==> src/design/palette_indexer_pixel_packer_defines.svh <==
// Assertion macros for the palette indexer and pixel packer.
// Used by the top level; expects clk and rst_n in scope.
`ifndef PALETTE_INDEXER_PIXEL_PACKER_DEFINES_SVH
`define PALETTE_INDEXER_PIXEL_PACKER_DEFINES_SVH

// Check a condition at every edge outside reset.
`define PIPP_ASSERT(lbl, cond, msg) \
  lbl: assert property (@(posedge clk) disable iff (!rst_n) (cond)) else $error(msg);

// Check that a condition implies another one at the next edge.
`define PIPP_ASSERT_NEXT(lbl, pre, post, msg) \
  lbl: assert property (@(posedge clk) disable iff (!rst_n) (pre) |=> (post)) else $error(msg);

`endif

==> src/design/pipp_pkg.sv <==
// Shared types, register indexes and mode decode for the palette indexer.
// No dependencies.
package pipp_pkg;

  localparam int CFG_INDEX_W = 2;
  localparam int CFG_DATA_W  = 8;
  localparam int KEY_W       = 15;
  localparam int IDX_W       = 8;

  localparam logic [CFG_INDEX_W-1:0] CFG_PIXEL_BITS_MODE = 2'd0;
  localparam logic [CFG_INDEX_W-1:0] CFG_ALPHA_USED      = 2'd1;

  localparam logic [1:0] MODE_BITS2 = 2'd0;
  localparam logic [1:0] MODE_BITS4 = 2'd1;
  localparam logic [1:0] MODE_BITS8 = 2'd2;

  localparam logic [IDX_W-1:0] TRANSPARENT_IDX = 8'hff;

  typedef struct packed {
    logic [7:0] red;
    logic [7:0] green;
    logic [7:0] blue;
    logic [7:0] alpha;
    logic       final_pixel;
  } pipp_pixel_t;

  typedef struct packed {
    logic [7:0]  packed_byte;
    logic        byte_ready;
    logic [7:0]  pixel_index;
    logic        index_valid;
    logic        new_entry;
    logic [15:0] entry_color;
    logic [7:0]  palette_size;
    logic        too_many_colors;
    logic        image_done;
  } pipp_result_t;

  // Search token walking down the palette cells.
  typedef struct packed {
    logic             valid;
    logic             append_ok;
    logic             found;
    logic             added;
    logic [KEY_W-1:0] key;
    logic [IDX_W-1:0] remain;
    logic [IDX_W-1:0] pos;
    logic [IDX_W-1:0] idx;
  } pipp_probe_t;

  function automatic logic [7:0] index_mask(input logic [1:0] mode);
    logic [7:0] m;
    unique case (mode)
      MODE_BITS2: m = 8'h03;
      MODE_BITS4: m = 8'h0f;
      default:    m = 8'hff;
    endcase
    return m;
  endfunction

  function automatic logic [1:0] last_slot(input logic [1:0] mode);
    logic [1:0] s;
    unique case (mode)
      MODE_BITS2: s = 2'd3;
      MODE_BITS4: s = 2'd1;
      default:    s = 2'd0;
    endcase
    return s;
  endfunction

endpackage

==> src/design/pipp_cell.sv <==
// One palette cell: holds one entry and passes the search token on.
// Depends on pipp_pkg.
module pipp_cell
  import pipp_pkg::*;
(
  input  logic        clk,
  input  logic        rst_n,
  input  pipp_probe_t probe_in,
  output pipp_probe_t probe_out
);

  logic [KEY_W-1:0] entry_r;
  pipp_probe_t      probe_r;
  pipp_probe_t      probe_nxt;
  logic             occupied;
  logic             hit;
  logic             ins;

  always_comb begin
    occupied  = probe_in.remain != '0;
    hit       = probe_in.valid && !probe_in.found && occupied && (entry_r == probe_in.key);
    ins       = probe_in.valid && !probe_in.found && !occupied && probe_in.append_ok;
    probe_nxt = probe_in;
    probe_nxt.found  = probe_in.found | hit | ins;
    probe_nxt.added  = probe_in.added | ins;
    probe_nxt.idx    = (hit || ins) ? probe_in.pos : probe_in.idx;
    probe_nxt.remain = occupied ? probe_in.remain - 1'b1 : '0;
    probe_nxt.pos    = probe_in.pos + 1'b1;
  end

  always_ff @(posedge clk) begin
    if (ins) begin
      entry_r <= probe_in.key;
    end
  end

  always_ff @(posedge clk) begin
    if (!rst_n) begin
      probe_r.valid <= 1'b0;
    end else begin
      probe_r <= probe_nxt;
    end
  end

  assign probe_out = probe_r;

endmodule
==> config.mk <==
export PLATFORM = sky130hd
export DESIGN_NAME = pipp_cell
export DESIGN_NICKNAME = d
export VERILOG_FILES = /design/src/design/palette_indexer_pixel_packer_defines.svh /design/src/design/pipp_pkg.sv /design/src/design/pipp_cell.sv
export SDC_FILE = /design/constraint.sdc
export NUM_CORES = 1
export LEC_CHECK = 0
export ABC_AREA = 1
export BUFFER_PORTS_ARGS = -buffer_cell sky130_fd_sc_hd__buf_4
export CAP_MARGIN = 20
export CORE_UTILIZATION = 45
export DETAILED_ROUTE_END_ITERATION = 8
export PLACE_DENSITY_LB_ADDON = 0.1
export SYNTH_ARGS = -nofsm -noshare
export SYNTH_HDL_FRONTEND = slang
export SYNTH_SLANG_ARGS = --single-unit
==> constraint.sdc <==
create_clock -name clk -period 1.9 [get_ports clk]
set_clock_uncertainty 0.15 [all_clocks]
set_input_delay 0.475 -clock clk [delete_from_list [all_inputs] [get_ports clk]]
set_output_delay 0.475 -clock clk [all_outputs]
set_load 0.03 [all_outputs]
==> flow_summary.ini <==
[status]
status = completed

[synthesis]
synth_seq_cells = 58
synth_cell_types = 25
ys_warn_count = 0
ys_seq_area_share_pct = 67.7
syn-num-nets = 262
syn_area_sq_um = 2560
synthCells = 214
postSynthAreaPerCell_sq_um = 12.0

[power]
powerDensity_nw_per_um2 = 827
combPwrFrac_pct = 15.8
total_power_w = 0.00294
pwr-share-clk_pct = 32.8
intPower_w = 0.00219
netSwitchingPower_w = 0.000750
leakagePower_nw = 1.61
seq_power_share_pct = 51.3
sw_frac_of_total_pct = 25.5
ir_worst_vdd_v = 0.000782

[setup_path]
critical_path_class = flip-flop to flip-flop
endpoint_kind = flip-flop
required_ns = 1.84
rr_startpoint = entry_r[8]$_DFFE_PP_
r2r_cells = 9
r2r-end = probe_out[0]$_DFFE_PP_
r2r_setup_slack_ns = 0.29
cp_max_fo = 4
cp-start-kind = flip-flop
crit_arrival_ns = 1.55
startpoint = entry_r[8]$_DFFE_PP_
crit_path_end = probe_out[0]$_DFFE_PP_

[routing]
via_per_inst = 4.51
via_count = 1800
dr.pass1.iters = 4
ant_nets = 0
first_iter_violations = 80
routed_wl_mm = 4.81
drt-wirelength-per-cell_um = 12.1
drcViolationCount = 0

[global_routing]
grt_usage_pct = 17.6
overflow = 0
grt_pass1_wl_mm = 7.85
antenna_found_initial = 0
grt_max_degree = 24
grt_pass1_vias = 1731

[floorplan]
die_y_um = 77.4
die_area_sq_um = 5990
ios = 88
coreArea_sq_um = 5510
start_util_pct = 46.5
rows = 27
die_w_um = 77.4

[job]
cap_violations = 0

[layout]
utilization_pct = 64.5
antenna_cells = 0
seqCellArea_sq_um = 1730
layout-drive-gt1-share_pct = 40.1
postLayoutCellArea_sq_um = 3550
area_growth_pct = 38.9
multiInputGateArea_sq_um = 696
num-nets-final = 370
fillers = 443

[timing]
drv_slew = 0
max_clock_freq_ghz = 0.621
hold_viol_final = 0
timing.final.crit_share_pct = 84.8
worst_pin_slew_ns = 0.314
finalCriticalPeriod_ns = 1.61
finalSetupViolCount = 0
rsz0062_at_grt = no
whs_ns = 0.195
fin_setup_tns_ns = 0
slew_headroom_pct = 78.9

[placement]
dp_hpwl_mm = 3.62
port_buffers = 87
post_dp_cell_area_sq_um = 3390
globalplace.congestion = 0.792

[clock_tree]
cts_hold_buf = 0
root_buffer = clkbuf_8
cts_tree = done
cts_setup_buffers = 0
cts_resized = 0
cts_sinks = 58
cts_made_buffers = 9
clk_pin_slew_ns = 0.06
htree_num_levels = 3
clk_latency_ns = 0.33
clk_path_buf_depth = 2

[min_path]
hold_class = primary input to flip-flop
## layer usage
metal	GRT usage, %	part of all wire (%)
met5	0	0
met4	7.92	1.3
met3	7.18	7.9
met2	27.4	47
met1	21.3	44
## cell families after synthesis
family | share of synthesized area, %
and+or+nand+nor | 20.3
xor gates and xnor gates | 4.11
DFF | 67.7
adders and majority gates | 1.47
buffers and inverters | 5.13
AOI/OAI and AO/OA | 1.27
## final cells by class
| class | count | share of cell area [%] |
|---|---|---|
| clock buffer | 14 | 4.30 |
| clock inverter | 2 | 0.352 |
| inverter | 32 | 3.45 |
| multi-input combinational | 123 | 19.6 |
| sequential | 58 | 48.7 |
| tap | 72 | 2.54 |
| timing repair buffer | 98 | 21.1 |
## per-stage QoR
stage / setup slack, ns / cells
after floorplan: 0.0255 / 214
after global placement: -0.00976 / 383
after detailed placement: -0.0477 / 383
after CTS: 0.269 / 399
after global routing: 0.154 / 399
final: 0.289 / 399
## worst max-delay path, stage by stage, from the launching register on
cell	delay (ns)
edfxtp_1	0.38
nand2_1	0.09
nand2_1	0.06
nor2_2	0.12
nand2_2	0.07
nor2_4	0.12
nand3_4	0.09
buf_4	0.16
nand3_1	0.07
nand2_1	0.05
## cells in the final DEF, fill, tap and decap left out, types with 2 or more instances in the layout
| cell | netlist | layout |
|---|---|---|
| nand3_4 | 2 | 2 |
| xor2_1 | 6 | 6 |
| nand2_1 | 53 | 53 |
| edfxtp_1 | 57 | 57 |
| o22ai_1 | 2 | 2 |
| a21oi_1 | 3 | 3 |
| ha_1 | 3 | 3 |
| buf_4 | 0 | 97 |
| clkbuf_8 | 0 | 10 |
| nand3_1 | 12 | 12 |
| inv_1 | 29 | 29 |
| inv_2 | 3 | 2 |
| xnor2_1 | 6 | 6 |
| nor2_2 | 4 | 4 |
| nor2_4 | 4 | 4 |
| clkbuf_1 | 0 | 4 |
| nor2_1 | 13 | 13 |
| nor3_1 | 3 | 3 |
| nand2_2 | 5 | 5 |
## Yosys cell counts
| master | number | area (sq um) |
|---|---|---|
| edfxtp_1 | 57 | 1710 |
| nand2_1 | 53 | 199 |
| inv_1 | 29 | 109 |
| nor2_1 | 13 | 48.8 |
| nand3_1 | 12 | 60.1 |
| xnor2_1 | 6 | 52.6 |
| xor2_1 | 6 | 52.6 |
| nand2_2 | 5 | 31.3 |
| nor2_2 | 4 | 25.0 |
| nor2_4 | 4 | 45.0 |
| a21oi_1 | 3 | 15.0 |
| ha_1 | 3 | 37.5 |
| inv_2 | 3 | 11.3 |
| nor3_1 | 3 | 15.0 |
| nand3_4 | 2 | 35.0 |
| o22ai_1 | 2 | 12.5 |
| buf_6 | 1 | 11.3 |
| dfxtp_1 | 1 | 20.0 |
| nand2_4 | 1 | 11.3 |
| nand3_2 | 1 | 10.0 |
| nand3b_1 | 1 | 7.51 |
| nor2_8 | 1 | 20.0 |
| nor4_1 | 1 | 6.26 |
| o21ai_1 | 1 | 5.00 |
| or2_1 | 1 | 6.26 |
## power by group through the flow
stage	clock, W	sequential [W]	combinational [W]
6_report	0.000965	0.00151	0.000466
5_1_grt	0.00104	0.00151	0.000497
4_1_cts	0.000984	0.00151	0.000471
3_5_place_dp	0	0.00154	0.000470
3_3_place_gp	0	0.00153	0.000464
2_1_floorplan	0	0.00169	0.0000746
## sequential cells by signal, summed over array words and instances, names as in the netlist
| register | count |
|---|---|
| probe_out | 43 |
| entry_r | 15 |
## worst min path at each step
stage	start	endpoint	slack (ns)	cells past startpoint
final	probe_in[24]	entry_r[0]$_DFFE_PP_	0.19	1
after global routing	probe_in[24]	entry_r[0]$_DFFE_PP_	0.18	1
after CTS	probe_in[34]	probe_out[34]$_DFFE_PP_	0.18	1
after detailed placement	probe_in[34]	entry_r[10]$_DFFE_PP_	0.53	1
after global placement	probe_in[42]	probe_out[42]$_SDFF_PN0_	0.53	3
after floorplan	probe_in[42]	probe_out[42]$_SDFF_PN0_	0.42	2
(Power assumes the default switching activity.)
